<file path="config.mk">
export PLATFORM = sky130hd
export DESIGN_NAME = keypad_lock_controller
export DESIGN_NICKNAME = d
export VERILOG_FILES = /design/src/hw/rtl/klc_pkg.sv /design/src/hw/rtl/klc_step.sv /design/src/hw/rtl/keypad_lock_controller.sv
export SDC_FILE = /design/constraint.sdc
export NUM_CORES = 1
export LEC_CHECK = 0
export BUFFER_PORTS_ARGS = -buffer_cell sky130_fd_sc_hd__buf_2
export CAP_MARGIN = 20
export CORE_MARGIN = 2
export CORE_UTILIZATION = 55
export CTS_BUF_LIST = sky130_fd_sc_hd__clkbuf_8 sky130_fd_sc_hd__clkbuf_16
export DETAILED_ROUTE_END_ITERATION = 7
export PLACE_DENSITY = 0.74
export SLEW_MARGIN = 5
export SYNTH_ARGS = -nofsm -noshare
export SYNTH_HDL_FRONTEND = slang
export SYNTH_HIERARCHICAL = 1
export SYNTH_SLANG_ARGS = --single-unit
</file>
<file path="constraint.sdc">
create_clock -name clk_i -period 5.9 [get_ports clk_i]
set_clock_uncertainty 0.2 [all_clocks]
set_input_delay 1.18 -clock clk_i [delete_from_list [all_inputs] [get_ports clk_i]]
set_output_delay 1.18 -clock clk_i [all_outputs]
set_load 0.02 [all_outputs]
</file>
<file path="src/hw/rtl/klc_pkg.sv">
// Shared types, codes and reset values for the keypad lock controller.
`timescale 1ns / 1ps

package klc_pkg;

  localparam int PIN_DIGITS = 6;

  localparam int CODE_W  = 24;
  localparam int LIMIT_W = 8;
  localparam int TIME_W  = 32;
  localparam int LEN_W   = 4;
  localparam int KEY_W   = 8;
  localparam int CNT_W   = 8;
  localparam int DATA_W  = 32;
  localparam int ADDR_W  = 5;

  localparam logic [CNT_W-1:0] FAIL_MAX = '1;

  localparam logic [KEY_W-1:0] KEY_A = 8'h41;
  localparam logic [KEY_W-1:0] KEY_B = 8'h42;
  localparam logic [KEY_W-1:0] KEY_C = 8'h43;
  localparam logic [KEY_W-1:0] KEY_D = 8'h44;

  localparam logic [LIMIT_W-1:0] FAIL_LIMIT_RST  = 8'd3;
  localparam logic [LIMIT_W-1:0] BRUTE_LIMIT_RST = 8'd5;
  localparam logic [TIME_W-1:0]  LOCKOUT_RST     = 32'd30000;
  localparam logic [TIME_W-1:0]  SESSION_RST     = 32'd30000;
  localparam logic [TIME_W-1:0]  EXTEND_RST      = 32'd60000;

  typedef enum logic [1:0] {
    OP_CONFIRM = 2'd0,
    OP_KEY     = 2'd1,
    OP_TICK    = 2'd2,
    OP_CLEAR   = 2'd3
  } op_e;

  typedef enum logic [1:0] {
    LVL_NONE  = 2'd0,
    LVL_USER  = 2'd1,
    LVL_ADMIN = 2'd2
  } level_e;

  typedef enum logic [3:0] {
    EV_NONE    = 4'd0,
    EV_UNLOCK  = 4'd1,
    EV_ADMIN   = 4'd2,
    EV_ERROR   = 4'd3,
    EV_BRUTE   = 4'd4,
    EV_LOCKED  = 4'd5,
    EV_TIMEOUT = 4'd6,
    EV_ENROL   = 4'd7,
    EV_WIPE    = 4'd8,
    EV_EXIT    = 4'd9,
    EV_PWDCHG  = 4'd10,
    EV_ABORT   = 4'd11
  } event_e;

  typedef enum logic [2:0] {
    REG_USER_CODE   = 3'd0,
    REG_ADMIN_CODE  = 3'd1,
    REG_FAIL_LIMIT  = 3'd2,
    REG_BRUTE_LIMIT = 3'd3,
    REG_LOCKOUT     = 3'd4,
    REG_SESSION     = 3'd5,
    REG_EXTEND      = 3'd6,
    REG_UNUSED      = 3'd7
  } reg_e;

  typedef struct packed {
    logic [CODE_W-1:0]  user_code;
    logic [CODE_W-1:0]  admin_code;
    logic [LIMIT_W-1:0] fail_limit;
    logic [LIMIT_W-1:0] brute_limit;
    logic [TIME_W-1:0]  lockout_ms;
    logic [TIME_W-1:0]  admin_session_ms;
    logic [TIME_W-1:0]  admin_extend_ms;
  } cfg_t;

  typedef struct packed {
    logic [1:0]        op;
    logic [CODE_W-1:0] entry_digits;
    logic [LEN_W-1:0]  entry_length;
    logic [KEY_W-1:0]  key_code;
    logic [TIME_W-1:0] now_ms;
    logic              relay_expired;
  } item_t;

  typedef struct packed {
    level_e            level;
    logic              relay_active;
    logic              relay_pin;
    logic [CNT_W-1:0]  fail_count;
    logic              locked;
    logic [TIME_W-1:0] lock_deadline;
    logic [TIME_W-1:0] admin_deadline;
    logic              pwd_change;
    logic              enroll;
    logic              alarm;
    logic              alarm_sent;
  } state_t;

  typedef struct packed {
    level_e access_level;
    logic   relay_released;
    logic   relay_hold_start;
    event_e event_code;
    logic   alarm_active;
    logic   first_alarm;
    logic   keypad_locked;
    logic   enrol_request;
    logic   pwd_change_active;
  } result_t;

  localparam state_t STATE_RST = '{
    level:          LVL_NONE,
    relay_active:   1'b0,
    relay_pin:      1'b1,
    fail_count:     '0,
    locked:         1'b0,
    lock_deadline:  '0,
    admin_deadline: '0,
    pwd_change:     1'b0,
    enroll:         1'b0,
    alarm:          1'b0,
    alarm_sent:     1'b0
  };

endpackage

</file>
<file path="src/hw/rtl/klc_step.sv">
// Next-state and result logic for one keypad lock word.
`timescale 1ns / 1ps

module klc_step import klc_pkg::*; #(
  parameter int PinDigits = PIN_DIGITS
) (
  input  cfg_t    cfg_i,
  input  state_t  state_i,
  input  item_t   item_i,
  output state_t  state_o,
  output result_t result_o
);

  localparam int CmpBits = (PinDigits * 4 < CODE_W) ? PinDigits * 4 : CODE_W;
  localparam logic [CODE_W-1:0] DigitMask =
      (CmpBits >= CODE_W) ? {CODE_W{1'b1}} : CODE_W'((1 << CmpBits) - 1);
  localparam logic [LEN_W-1:0] PinLen = LEN_W'(PinDigits);

  logic              len_ok;
  logic              user_hit;
  logic              admin_hit;
  logic [CNT_W-1:0]  fail_inc;
  logic [TIME_W-1:0] duration;
  logic [TIME_W-1:0] deadline;
  logic              lock_held;
  state_t            nxt;
  event_e            ev;
  logic              hold;
  logic              first;

  assign len_ok    = (item_i.entry_length == PinLen);
  assign user_hit  = ((item_i.entry_digits ^ cfg_i.user_code) & DigitMask) == '0;
  assign admin_hit = ((item_i.entry_digits ^ cfg_i.admin_code) & DigitMask) == '0;
  assign fail_inc  = (state_i.fail_count == FAIL_MAX) ? FAIL_MAX
                                                      : state_i.fail_count + 1'b1;
  assign lock_held = state_i.locked && (item_i.now_ms < state_i.lock_deadline);

  // one shared adder for every deadline
  always_comb begin
    if (op_e'(item_i.op) == OP_CONFIRM) begin
      duration = admin_hit ? cfg_i.admin_session_ms : cfg_i.lockout_ms;
    end else begin
      duration = cfg_i.admin_extend_ms;
    end
  end

  assign deadline = item_i.now_ms + duration;

  always_comb begin
    nxt   = state_i;
    ev    = EV_NONE;
    hold  = 1'b0;
    first = 1'b0;
    case (op_e'(item_i.op))
      OP_CONFIRM: begin
        if (len_ok) begin
          if (user_hit || admin_hit) begin
            nxt.level          = user_hit ? LVL_USER : LVL_ADMIN;
            nxt.relay_active   = 1'b1;
            nxt.relay_pin      = 1'b0;
            nxt.fail_count     = '0;
            nxt.locked         = 1'b0;
            nxt.admin_deadline = user_hit ? '0 : deadline;
            nxt.alarm          = 1'b0;
            hold               = 1'b1;
            ev                 = user_hit ? EV_UNLOCK : EV_ADMIN;
          end else begin
            nxt.fail_count = fail_inc;
            if (fail_inc >= cfg_i.brute_limit) begin
              nxt.alarm = 1'b1;
              if (!state_i.alarm_sent) begin
                nxt.alarm_sent = 1'b1;
                first          = 1'b1;
              end
              ev = EV_BRUTE;
            end else if (fail_inc >= cfg_i.fail_limit) begin
              nxt.locked        = 1'b1;
              nxt.lock_deadline = deadline;
              ev                = EV_LOCKED;
            end else begin
              ev = EV_ERROR;
            end
          end
        end
      end
      OP_KEY: begin
        if (state_i.level == LVL_ADMIN) begin
          case (item_i.key_code)
            KEY_A: begin
              nxt.enroll         = 1'b1;
              nxt.admin_deadline = deadline;
              ev                 = EV_ENROL;
            end
            KEY_B: ev = EV_WIPE;
            KEY_C: begin
              nxt.level          = LVL_NONE;
              nxt.admin_deadline = '0;
              nxt.enroll         = 1'b0;
              nxt.pwd_change     = 1'b0;
              ev                 = EV_EXIT;
            end
            KEY_D: begin
              nxt.pwd_change     = 1'b1;
              nxt.admin_deadline = deadline;
              ev                 = EV_PWDCHG;
            end
            default: ev = EV_NONE;
          endcase
        end
      end
      OP_TICK: begin
        if (lock_held) begin
          nxt.relay_pin = 1'b1;
        end else begin
          if (state_i.locked) begin
            nxt.locked     = 1'b0;
            nxt.fail_count = '0;
          end
          if (state_i.level == LVL_ADMIN && state_i.admin_deadline != '0 &&
              !state_i.enroll && item_i.now_ms >= state_i.admin_deadline) begin
            nxt.admin_deadline = '0;
            nxt.level          = LVL_NONE;
            nxt.pwd_change     = 1'b0;
            ev                 = state_i.pwd_change ? EV_ABORT : EV_TIMEOUT;
          end
          if (item_i.relay_expired) begin
            nxt.relay_pin = 1'b1;
            if (state_i.relay_active) begin
              nxt.relay_active = 1'b0;
              if (nxt.level != LVL_NONE) begin
                nxt.level          = LVL_NONE;
                nxt.admin_deadline = '0;
                nxt.pwd_change     = 1'b0;
              end
            end
          end
        end
      end
      OP_CLEAR: begin
        nxt.alarm      = 1'b0;
        nxt.alarm_sent = 1'b0;
        nxt.fail_count = '0;
      end
      default: nxt = state_i;
    endcase
  end

  assign state_o = nxt;

  assign result_o = '{
    access_level:      nxt.level,
    relay_released:    nxt.relay_pin,
    relay_hold_start:  hold,
    event_code:        ev,
    alarm_active:      nxt.alarm,
    first_alarm:       first,
    keypad_locked:     nxt.locked,
    enrol_request:     nxt.enroll,
    pwd_change_active: nxt.pwd_change
  };

endmodule

</file>
<file path="src/hw/rtl/keypad_lock_controller.sv">
// Top level of the keypad lock controller: register port, word pipeline, state.
//
// Channel   Direction  Handshake                 Payload
// input     in         in_valid_i / in_stall_o   op_i .. relay_expired_i
// result    out        out_valid_o / out_stall_i access_level_o .. pwd_change_active_o
// config    in         APB psel/penable/pwrite   paddr, pwdata, prdata
//
// One word per cycle while the result is not stalled; an accepted word passes through the input register,
// then the result register, where the controller state updates.
// Reset clears the state and loads the register defaults; no warm-up pass.
// A stalled result holds; the input register still takes one more word,
// and in_stall_o rises only when both registers are full and out_stall_i is high.
`timescale 1ns / 1ps

module keypad_lock_controller import klc_pkg::*; #(
  parameter int PinDigits = PIN_DIGITS
) (
  input  logic                clk_i,
  input  logic                rst_ni,

  input  logic                psel,
  input  logic                penable,
  input  logic                pwrite,
  input  logic [ADDR_W-1:0]   paddr,
  input  logic [DATA_W-1:0]   pwdata,
  output logic [DATA_W-1:0]   prdata,
  output logic                pready,

  input  logic                in_valid_i,
  output logic                in_stall_o,
  input  logic [1:0]          op_i,
  input  logic [CODE_W-1:0]   entry_digits_i,
  input  logic [LEN_W-1:0]    entry_length_i,
  input  logic [KEY_W-1:0]    key_code_i,
  input  logic [TIME_W-1:0]   now_ms_i,
  input  logic                relay_expired_i,

  output logic                out_valid_o,
  input  logic                out_stall_i,
  output logic [1:0]          access_level_o,
  output logic                relay_released_o,
  output logic                relay_hold_start_o,
  output logic [3:0]          event_code_o,
  output logic                alarm_active_o,
  output logic                first_alarm_o,
  output logic                keypad_locked_o,
  output logic                enrol_request_o,
  output logic                pwd_change_active_o
);

  cfg_t    cfg_q;
  reg_e    reg_sel;
  logic    cfg_wr;

  logic    in_vld_q;
  item_t   in_q;
  logic    out_vld_q;
  result_t res_q;
  state_t  st_q;
  state_t  st_d;
  result_t res_d;
  logic    adv;
  logic    in_acc;

  // register port
  assign pready  = 1'b1;
  assign reg_sel = reg_e'(paddr[ADDR_W-1:2]);
  assign cfg_wr  = psel && penable && pwrite && pready;

  always_ff @(posedge clk_i or negedge rst_ni) begin
    if (!rst_ni) begin
      cfg_q.user_code        <= '0;
      cfg_q.admin_code       <= '0;
      cfg_q.fail_limit       <= FAIL_LIMIT_RST;
      cfg_q.brute_limit      <= BRUTE_LIMIT_RST;
      cfg_q.lockout_ms       <= LOCKOUT_RST;
      cfg_q.admin_session_ms <= SESSION_RST;
      cfg_q.admin_extend_ms  <= EXTEND_RST;
    end else if (cfg_wr) begin
      case (reg_sel)
        REG_USER_CODE:   cfg_q.user_code        <= pwdata[CODE_W-1:0];
        REG_ADMIN_CODE:  cfg_q.admin_code       <= pwdata[CODE_W-1:0];
        REG_FAIL_LIMIT:  cfg_q.fail_limit       <= pwdata[LIMIT_W-1:0];
        REG_BRUTE_LIMIT: cfg_q.brute_limit      <= pwdata[LIMIT_W-1:0];
        REG_LOCKOUT:     cfg_q.lockout_ms       <= pwdata[TIME_W-1:0];
        REG_SESSION:     cfg_q.admin_session_ms <= pwdata[TIME_W-1:0];
        REG_EXTEND:      cfg_q.admin_extend_ms  <= pwdata[TIME_W-1:0];
        default:         cfg_q                  <= cfg_q;
      endcase
    end
  end

  always_comb begin
    case (reg_sel)
      REG_USER_CODE:   prdata = DATA_W'(cfg_q.user_code);
      REG_ADMIN_CODE:  prdata = DATA_W'(cfg_q.admin_code);
      REG_FAIL_LIMIT:  prdata = DATA_W'(cfg_q.fail_limit);
      REG_BRUTE_LIMIT: prdata = DATA_W'(cfg_q.brute_limit);
      REG_LOCKOUT:     prdata = cfg_q.lockout_ms;
      REG_SESSION:     prdata = cfg_q.admin_session_ms;
      REG_EXTEND:      prdata = cfg_q.admin_extend_ms;
      default:         prdata = '0;
    endcase
  end

  // word pipeline
  assign adv        = in_vld_q && (!out_vld_q || !out_stall_i);
  assign in_stall_o = in_vld_q && out_vld_q && out_stall_i;
  assign in_acc     = in_valid_i && !in_stall_o;

  always_ff @(posedge clk_i or negedge rst_ni) begin
    if (!rst_ni) begin
      in_vld_q  <= 1'b0;
      out_vld_q <= 1'b0;
      st_q      <= STATE_RST;
    end else begin
      in_vld_q  <= in_acc || (in_vld_q && !adv);
      out_vld_q <= adv || (out_vld_q && out_stall_i);
      if (adv) begin
        st_q <= st_d;
      end
    end
  end

  always_ff @(posedge clk_i) begin
    if (in_acc) begin
      in_q <= '{
        op:            op_i,
        entry_digits:  entry_digits_i,
        entry_length:  entry_length_i,
        key_code:      key_code_i,
        now_ms:        now_ms_i,
        relay_expired: relay_expired_i
      };
    end
    if (adv) begin
      res_q <= res_d;
    end
  end

  klc_step #(
    .PinDigits(PinDigits)
  ) u_step (
    .cfg_i   (cfg_q),
    .state_i (st_q),
    .item_i  (in_q),
    .state_o (st_d),
    .result_o(res_d)
  );

  assign out_valid_o         = out_vld_q;
  assign access_level_o      = res_q.access_level;
  assign relay_released_o    = res_q.relay_released;
  assign relay_hold_start_o  = res_q.relay_hold_start;
  assign event_code_o        = res_q.event_code;
  assign alarm_active_o      = res_q.alarm_active;
  assign first_alarm_o       = res_q.first_alarm;
  assign keypad_locked_o     = res_q.keypad_locked;
  assign enrol_request_o     = res_q.enrol_request;
  assign pwd_change_active_o = res_q.pwd_change_active;

  a_stall_full: assert property (@(posedge clk_i) disable iff (!rst_ni)
    in_stall_o |-> out_vld_q && in_vld_q)
    else $error("input stalled while a register is free");

  a_adv_out: assert property (@(posedge clk_i) disable iff (!rst_ni)
    adv |=> out_vld_q)
    else $error("advanced word did not reach the result register");

  a_first_brute: assert property (@(posedge clk_i) disable iff (!rst_ni)
    out_vld_q && res_q.first_alarm |-> res_q.alarm_active && res_q.event_code == EV_BRUTE)
    else $error("first alarm without brute alarm");

  a_hold_unlock: assert property (@(posedge clk_i) disable iff (!rst_ni)
    out_vld_q && res_q.relay_hold_start |->
      !res_q.relay_released && res_q.access_level != LVL_NONE)
    else $error("relay hold start without unlock");

endmodule

</file>
After elaboration in Yosys (flattened, before gate mapping)
Index checks and enable logic that the tools add are counted.

Output and inout bits: 48. Word-level logic and storage cells: 177. Register bits: 327.

Equality and inequality tests: 25. Bitwise operators: 6. Muxes and demuxes: 59. $lt $le $gt $ge: 4. Reductions and logical operators: 46. Add/subtract/negate cells: 2.

Operators with widths (number): 2-to-1 mux 33 bit (7); case mux 32 bit (7 select lines) (1); 2-to-1 mux 32 bit (5); case mux 32 bit (3 select lines) (1); 2-to-1 mux 77 bit (1); case mux 32 bit (2 select lines) (1); logical NOT 24 bit (2); bitwise XOR 24 bit (2); 2-to-1 mux 34 bit (1); adder 32 bit (1); equality test 8 x 7 -> 1 bit (second input constant) (4); >= comparator 32 bit (1); < comparator 32 bit (1); 2-to-1 mux 4 bit (8); nonzero test 32 bit (1); 2-to-1 mux 9 bit (3); case mux 8 bit (3 select lines) (1); 2-to-1 mux 2 bit (10); >= comparator 8 bit (2); case mux 4 bit (4 select lines) (1); AND reduction 2 bit (8); logical AND 1 bit (12); 2-to-1 mux 3 bit (4); inequality test 2 bit (second input constant) (6); other kinds (28) (58).

Logic depth before layout (Yosys ltp)
Gate-level depths: netlist of run 1.

Word-level depth: 13. Mapped depth: 20. Mapped depth without buffers: 19.

Modules after synthesis
Netlist of run 1, hierarchy kept.

Modules (own cells, without submodules): keypad_lock_controller (cells an instance 823, area an instance 13090.1 µm², times used 1); klc_step (cells an instance 995, area an instance 6593.8 µm², times used 1).

Worst setup path after synthesis of run 1
No wires, ideal clock.

Path kind: register to register. From: reg in_q[45] (netlist bit). To: reg st_q[65] (netlist bit). Setup time: 0.125 ns. Arrival: 4.312 ns. Cell stages (with the launch flop): 19. Slack: 1.264 ns. Cells stage by stage: edfxtp_1 > xor2_1 > nor4_1 > and4_1 > nand3_1 > buf_1 > mux2i_1 > a21oi_1 > ha_1 > a21oi_1 > o21ai_2 > a2111oi_4 > o211a_1 > a211oi_1 > a221o_2 > mux2i_2 > nand2_1 > mux2_2 > mux2_2.

Word-level cells in the longest chain between the ends: 5.

Ends and longest elaborated chain: start, declared (RTL line keypad_lock_controller.sv:56) `item_t in_q;`; start signal, assigned (RTL line keypad_lock_controller.sv:127) `in_q <= '{`; bitwise XOR 24 bit (on tied branches) (RTL line klc_step.sv:33, klc_step.sv:32); logical NOT 24 bit (on tied branches) (RTL line klc_step.sv:33, klc_step.sv:32); 2-to-1 mux 32 bit / logical OR 1 bit (equally long branches) (RTL line klc_step.sv:41, klc_step.sv:57); 2-to-1 mux 32 bit / inverter 1 bit (equally long branches); adder 32 bit / AND reduction 6 bit (equally long branches); end signal, assigned (RTL line keypad_lock_controller.sv:120) `st_q <= st_d;`; end, declared (RTL line keypad_lock_controller.sv:59) `state_t st_q;`.

Several ways; a longest one is shown, not always the timed one. A chain may end at the register's enable or synchronous reset.

Final worst setup path of run 1
From: reg in_q[45] (netlist bit). To: reg st_q[67] (netlist bit).

The elaborated chain is that of the path after synthesis.

==> flow_metrics.py, run 1 <==
metrics = {
    "synthesis": {
        "post_synth_and_or_nand_nor_area_fraction_pct": 10.1,
        "synthXorXnorAreaFrac_pct": 3.51,
        "synth_top_family_by_area": "multiplexers",
        "synth_edf_count": 84,
        "ys_seq_area_share_pct": 43.9,
        "synth-async-reset-ratio_pct": 74.3,
        "ys_dominant_reg_cell": "sky130_fd_sc_hd__dfrtp_1",
        "number_of_warnings_issued_by_yosys": 6,
        "mappedNetlistArea_um2": 19700,
        "synthDominantCellAreaShare_pct": 27.6,
        "yosys.cell_types.count": 82,
        "synth.largest_area_cell": "sky130_fd_sc_hd__dfrtp_1",
        "mappedNetlistNets": 2052,
        "postSynthRegisterBits": 327,
        "synth.top_cells.by_area": "sky130_fd_sc_hd__dfrtp_1 (28%), sky130_fd_sc_hd__mux2_2 (14%), sky130_fd_sc_hd__edfxtp_1 (13%)",
        "yosys-mux-area-fraction_pct": 18.5,
        "mean_syn_cell_area_um2": 10.8,
        "post_synth_inst_count": 1818,
        "yosys.area_share.adder_pct": 7.60,
        "synth_area_in_compound_gates_pct": 12.2,
    },
    "setup_path": {
        "ff2ff_setup_slack_ns": 0.44,
        "worstPathRequired_ns": 6.14,
        "critical_path.endpoint_type": "flip-flop",
        "r2r_cells": 21,
        "crit_end": "st_q[67]$_DFFE_PN0P_",
        "crit_start": "in_q[45]$_DFFE_PP_",
        "reg_to_reg_endpoint": "st_q[67]$_DFFE_PN0P_",
        "critical_path.max_fanout": 24,
        "worst_ep_arrival_time_ns": 5.71,
        "cp-start-kind": "flip-flop",
        "critical_path.reg2reg.startpoint": "in_q[45]$_DFFE_PP_",
        "timing_worst_setup_path_type": "reg2reg",
    },
    "clocking": {
        "tritoncts.num_buffers": 39,
        "cts_repair_resize_count": 0,
        "cts.root.buffer_cell": "sky130_fd_sc_hd__clkbuf_16",
        "cts_max_level": 2,
        "clkTransAtPathRegs_ns": 0.06,
        "postCtsSetupBuffers": 0,
        "cts_tree": "yes",
        "post_cts_hold_buffer_count": 0,
        "clk_latency_ns": 0.57,
        "clockBufferDepth": 3,
        "num_clock_sinks": 327,
    },
    "floorplan": {
        "floorplan.initialDensity_pct": 55.6,
        "core_um2": 35400,
        "die_area_um2": 37300,
        "dieWidth_um": 193,
        "vertical_die_dimension_um": 193,
        "pin_count": 163,
        "std_cell_rows": 69,
    },
    "placement": {
        "detailed_place_hpwl_um": 37500,
        "finalWeightedCongestion": 0.922,
        "portBuffers": 159,
        "place_area_um2": 21100,
    },
    "sta": {
        "fmax_ghz": 0.183,
        "share_of_the_clock_period_used_by_the_worst_path_after_layout_pct": 92.6,
        "setup_tns_ns": 0,
        "max-slew-margin-rel_pct": 25.6,
        "timing.final.hold_violations": 0,
        "rsz0062_at_grt": "no",
        "worst_pin_slew_ns": 1.11,
        "layout_min_cycle_time_ns": 5.46,
        "finalSetupViolCount": 0,
        "final-max-slew-violation-count": 0,
    },
    "final_layout": {
        "final_cell_mix": "sky130_fd_sc_hd__mux2_2 (242), sky130_fd_sc_hd__dfrtp_1 (217), sky130_fd_sc_hd__buf_2 (157)",
        "flow.area_growth_from_synthesis_pct": 13.2,
        "layout-drive-gt1-share_pct": 28.1,
        "nets": 2224,
        "layout.cells.most_common": "sky130_fd_sc_hd__mux2_2",
        "layout.cell_area.non_filler_um2": 22300,
        "antennaDiodeCount": 0,
    },
    "detailed_routing": {
        "remaining_drc_errors": 0,
        "via_count": 14900,
        "wire_per_inst_um": 20.9,
        "totalWireLength_um": 52000,
        "drt_iter0_drc": 994,
        "detail_route.first_pass.iterations": 5,
        "route.antenna.remaining_nets": 0,
        "avgViaCountPerCell": 6.01,
    },
    "min_path": {
        "hold_path.class": "reg2reg",
        "worstHoldPathCells": 1,
    },
    "global_routing": {
        "grt_pass1_vias": 14800,
        "global_route.usage.met2_pct": 45.5,
        "grt_max_degree": 98,
        "met3_usage_pct": 3.64,
        "grt.met1_usage_pct": 38.7,
        "grt-ovfl-total": 0,
        "grt_first_pass_wirelength_um": 81100,
        "grt_antenna_before_repair": 0,
        "grt.busiest_layer": "met2",
        "grtUsageTotal_pct": 28.3,
    },
    "power": {
        "static_leak_nw": 10.2,
        "irDropWorstVdd_mv": 0.243,
        "power.density_cell_area_nw_per_um2": 312,
        "totalPowerFinal_mw": 6.95,
    },
    "job": {
        "max_cap_viol_count": 0,
    },
    "status": {
        "run_status": "completed",
    },
}
synthesized netlist by cell type (all sizes together), types with 7 or more instances:
master	count
edfxtp	84
buf	53
inv	103
ha	118
o211ai	11
o21a	10
nor3	21
a211oi	18
a31oi	12
o22ai	12
dfrtp	217
nand4	23
o21ai	99
xor2	36
a21boi	7
xnor2	42
a22oi	13
a211o	10
nor4	16
or3	8
nor2	99
nor2b	19
mux2	273
a22o	11
and3	10
mux2i	57
nand3	31
clkbuf	26
dfstp	26
a21oi	116
a21o	18
nand2	131
and2	9
nand2b	18
cell families after synthesis:
logic type,Yosys count
xor+xnor,78
mux,330
compound gates,376
flops,327
simple gates,404
other cells,1
buf+inv,183
fa+ha+maj,119
layout make-up:
cell class	count	area, um^2
Timing Repair Buffer	210	1220
Multi-Input combinational cell	1308	10300
Clock inverter	30	165
Inverter	104	390
Sequential cell	327	8640
Fill cell	2862	13100
Tap cell	461	577
Clock buffer	42	1030
stage by stage:
step | util (%) | worst slack, ns | instances | hold slack, ns
2_1_floorplan | - | 1.26 | 1818 | 0.243
3_3_place_gp | 59.6 | 0.651 | 2410 | 0.264
3_5_place_dp | 59.6 | 0.489 | 2410 | 0.289
4_1_cts | 63.0 | 0.471 | 2482 | 0.303
5_1_grt | 63.0 | 0.223 | 2482 | 0.321
6_report | 63.0 | 0.436 | 2482 | 0.300
routing by layer:
layer / part of all wire, % / vias up
met1: 44 / 7304
met2: 46 / 544
met3: 6.2 / 114
li1: - / 6947
met4: 3.7 / 0
met5: 0 / -
registers in the layout, summed over array words and instances (netlist names), 2 cells and up:
name	count
cfg_q	160
st_q	81
access_level_o	2
in_q	71
event_code_o	4
worst min path at each step:
stage,from,end,slack [ns]
finish,in_vld_q$_DFF_PN0_,out_valid_o$_DFF_PN0_,0.30
floorplan,in_vld_q$_DFF_PN0_,out_valid_o$_DFF_PN0_,0.24
global route,st_q[54]$_DFFE_PN0P_,st_q[54]$_DFFE_PN0P_,0.32
CTS,in_vld_q$_DFF_PN0_,out_valid_o$_DFF_PN0_,0.30
detailed placement,in_vld_q$_DFF_PN0_,out_valid_o$_DFF_PN0_,0.29
global placement,in_vld_q$_DFF_PN0_,out_valid_o$_DFF_PN0_,0.26
worst max-delay path: stages, from the launching register on:
cell,delay (ns)
sky130_fd_sc_hd__edfxtp_1,0.42
sky130_fd_sc_hd__xor2_1,0.21
sky130_fd_sc_hd__nor4_1,0.47
sky130_fd_sc_hd__and4_1,0.32
sky130_fd_sc_hd__nand3_2,0.10
sky130_fd_sc_hd__buf_12,0.20
sky130_fd_sc_hd__buf_4,0.24
sky130_fd_sc_hd__mux2i_1,0.15
sky130_fd_sc_hd__a21oi_1,0.22
sky130_fd_sc_hd__ha_1,0.28
sky130_fd_sc_hd__nand2_1,0.11
sky130_fd_sc_hd__o21ai_2,0.11
sky130_fd_sc_hd__a2111oi_4,0.38
sky130_fd_sc_hd__o211a_1,0.21
sky130_fd_sc_hd__a211oi_1,0.05
sky130_fd_sc_hd__buf_4,0.18
sky130_fd_sc_hd__a221o_2,0.43
sky130_fd_sc_hd__buf_4,0.15
sky130_fd_sc_hd__a211oi_1,0.41
sky130_fd_sc_hd__nand4b_1,0.17
sky130_fd_sc_hd__nand3_1,0.07
sky130_fd_sc_hd__mux2_2,0.27
power by group:
part | switching [mW] | internal, mW
clock | 0.953 | 1.30
sequential | 0.255 | 2.67
combinational | 0.979 | 0.797
(Power assumes the default switching activity.)
==> inputs of run 2 (changes only) <==
--- a/config.mk
+++ b/config.mk
@@ -5,6 +5,7 @@
 export SDC_FILE = /design/constraint.sdc
 export NUM_CORES = 1
 export LEC_CHECK = 0
+export ABC_CLOCK_PERIOD_IN_PS = 5810
 export BUFFER_PORTS_ARGS = -buffer_cell sky130_fd_sc_hd__buf_2
 export CAP_MARGIN = 20
 export CORE_MARGIN = 2
==> constraint.sdc (replaced) <==
create_clock -name clk_i -period 5.81 [get_ports clk_i]
set_clock_uncertainty 0.2 [all_clocks]
set_input_delay 1.162 -clock clk_i [delete_from_list [all_inputs] [get_ports clk_i]]
set_output_delay 1.162 -clock clk_i [all_outputs]
set_load 0.02 [all_outputs]
==> run 2 against run 1 <==
  * Combinational power rose by 2%
  * First-iteration DRC count rose by 8.8%
  * Clock power rose by 9.8%
==> flow_metrics.py, run 2 (same netlist as run 1, synthesis figures left out) <==
metrics = {
    "setup_path": {
        "cp-start-kind": "flip-flop",
        "critical_path.max_fanout": 20,
        "worstPathRequired_ns": 6.03,
        "worst_ep_arrival_time_ns": 5.71,
        "critical_path.endpoint_type": "flip-flop",
        "timing_worst_setup_path_type": "reg2reg",
    },
    "clocking": {
        "clk_latency_ns": 0.54,
        "tritoncts.num_buffers": 39,
        "clkTransAtPathRegs_ns": 0.06,
        "cts_max_level": 2,
        "cts.root.buffer_cell": "sky130_fd_sc_hd__clkbuf_16",
        "num_clock_sinks": 327,
        "postCtsSetupBuffers": 0,
        "cts_repair_resize_count": 0,
        "cts_tree": "yes",
        "post_cts_hold_buffer_count": 0,
        "clockBufferDepth": 3,
    },
    "final_layout": {
        "final_cell_mix": "sky130_fd_sc_hd__mux2_2 (242), sky130_fd_sc_hd__dfrtp_1 (217), sky130_fd_sc_hd__buf_2 (157)",
        "largest_register_ffs": 160,
        "largestRegisters": "cfg_q (160), st_q (81), in_q (71)",
        "layout-drive-gt1-share_pct": 28.7,
        "layout.cells.most_common": "sky130_fd_sc_hd__mux2_2",
        "antennaDiodeCount": 0,
        "flow.area_growth_from_synthesis_pct": 14.0,
        "n_fill_cell": 2859,
        "nets": 2229,
        "regMostFlops": "cfg_q",
    },
    "detailed_routing": {
        "highest_layer": "met4",
        "detail_route.first_pass.iterations": 5,
        "route.met3.wl_um": 3410,
        "via_count": 15000,
        "wire_per_inst_um": 20.8,
        "remaining_drc_errors": 0,
        "totalWireLength_um": 51600,
        "avgViaCountPerCell": 6.02,
        "drt_iter0_drc": 1081,
        "met2RoutedLength_um": 24300,
        "route.antenna.remaining_nets": 0,
        "m1WireLength_um": 22400,
    },
    "sta": {
        "max-slew-margin-rel_pct": 29.0,
        "layout_min_cycle_time_ns": 5.49,
        "worst_pin_slew_ns": 1.06,
        "final-max-slew-violation-count": 0,
        "fmax_ghz": 0.182,
        "finalSetupViolCount": 0,
        "timing.final.hold_violations": 0,
        "setup_tns_ns": 0,
        "rsz0062_at_grt": "no",
        "share_of_the_clock_period_used_by_the_worst_path_after_layout_pct": 94.6,
    },
    "power": {
        "power.density_cell_area_nw_per_um2": 324,
        "totalPowerFinal_mw": 7.26,
        "irDropWorstVdd_mv": 0.258,
        "static_leak_nw": 10.2,
    },
    "floorplan": {
        "vertical_die_dimension_um": 193,
        "floorplan.initialDensity_pct": 55.6,
        "dieWidth_um": 193,
        "pin_count": 163,
        "core_um2": 35400,
        "die_area_um2": 37300,
        "std_cell_rows": 69,
    },
    "status": {
        "run_status": "completed",
    },
    "global_routing": {
        "grt_first_pass_wirelength_um": 81400,
        "grt-ovfl-total": 0,
        "grtUsageTotal_pct": 28.0,
        "grt_pass1_vias": 14800,
        "grt_max_degree": 102,
        "grt_antenna_before_repair": 0,
    },
    "placement": {
        "detailed_place_hpwl_um": 37300,
        "finalWeightedCongestion": 0.924,
        "portBuffers": 159,
    },
    "min_path": {
        "hold_path.class": "reg2reg",
    },
    "job": {
        "max_cap_viol_count": 0,
    },
}
run 2: changes by cell type in the layout (fill, tap and decap cells not counted):
cell and change:
sky130_fd_sc_hd__bufinv_16 +4, sky130_fd_sc_hd__inv_1 -7, sky130_fd_sc_hd__buf_4 +4, sky130_fd_sc_hd__clkinv_2 +5, sky130_fd_sc_hd__clkinv_1 -2, sky130_fd_sc_hd__clkbuf_8 -1, sky130_fd_sc_hd__clkinvlp_4 +1, sky130_fd_sc_hd__buf_12 +1
run 2: final timing paths:
path                                    start               endpoint  slack [ns]  depth (start not counted)
setup / recovery           in_q[45]$_DFFE_PP_   st_q[65]$_DFFE_PN0P_        0.32                         18
hold reg to reg            in_vld_q$_DFF_PN0_  out_valid_o$_DFF_PN0_        0.30                          1
setup reg to reg           in_q[45]$_DFFE_PP_   st_q[65]$_DFFE_PN0P_        0.32                         18
max in group asynchronous              rst_ni  cfg_q[61]$_DFFE_PN0P_        3.66                          2
hold / removal             in_vld_q$_DFF_PN0_  out_valid_o$_DFF_PN0_        0.30                          1
min in group asynchronous              rst_ni   st_q[62]$_DFFE_PN0P_        0.45                          1
run 2: report_power, final:
| part | total [mW] | switching, mW | internal (mW) |
|---|---|---|---|
| registers | 2.97 | 0.260 | 2.71 |
| logic | 1.82 | 0.997 | 0.822 |
| clock network | 2.47 | 0.980 | 1.49 |
run 2: cell type report:
class                   count  area (um^2)  area share (%)
well taps                 461          577            2.57
clock inverters            31          284            1.27
multi-input cells        1308        10300            45.8
flip-flops and latches    327         8640            38.5
inverters                 104          390            1.74
repair buffers            215         1270            5.64
clock buffers              41         1010            4.52
run 2: routing by layer:
metal / global-route usage, % / vias up
met5: 0 / -
met3: 4.49 / 115
met4: 9.18 / 0
li1: - / 6960
met1: 38.3 / 7366
met2: 45.7 / 533
run 2: critical path, cell delays in order (launching register included):
cell and delay [ns]:
sky130_fd_sc_hd__edfxtp_1 0.41, sky130_fd_sc_hd__xor2_1 0.21, sky130_fd_sc_hd__nor4_1 0.47, sky130_fd_sc_hd__and4_1 0.32
sky130_fd_sc_hd__nand3_2 0.26, sky130_fd_sc_hd__buf_12 0.28, sky130_fd_sc_hd__buf_4 0.22, sky130_fd_sc_hd__mux2i_1 0.13
sky130_fd_sc_hd__a21oi_1 0.32, sky130_fd_sc_hd__ha_1 0.34, sky130_fd_sc_hd__nor2_1 0.10, sky130_fd_sc_hd__o21ai_0 0.25
sky130_fd_sc_hd__nand2_1 0.09, sky130_fd_sc_hd__a211oi_1 0.54, sky130_fd_sc_hd__a221o_2 0.32, sky130_fd_sc_hd__mux2i_2 0.26
sky130_fd_sc_hd__nand2_1 0.08, sky130_fd_sc_hd__mux2_2 0.28, sky130_fd_sc_hd__mux2_2 0.26
run 2: per-stage QoR:
step	setup slack [ns]	cells	hold slack, ns	cell area [um^2]	utilization [%]
after floorplan	1.17	1818	0.243	19700	-
after global placement	0.440	2415	0.266	21100	59.7
after detailed placement	0.381	2415	0.287	21100	59.7
after CTS	0.350	2487	0.303	22400	63.4
after global routing	0.0719	2487	0.314	22400	63.4
final	0.315	2487	0.299	22400	63.4
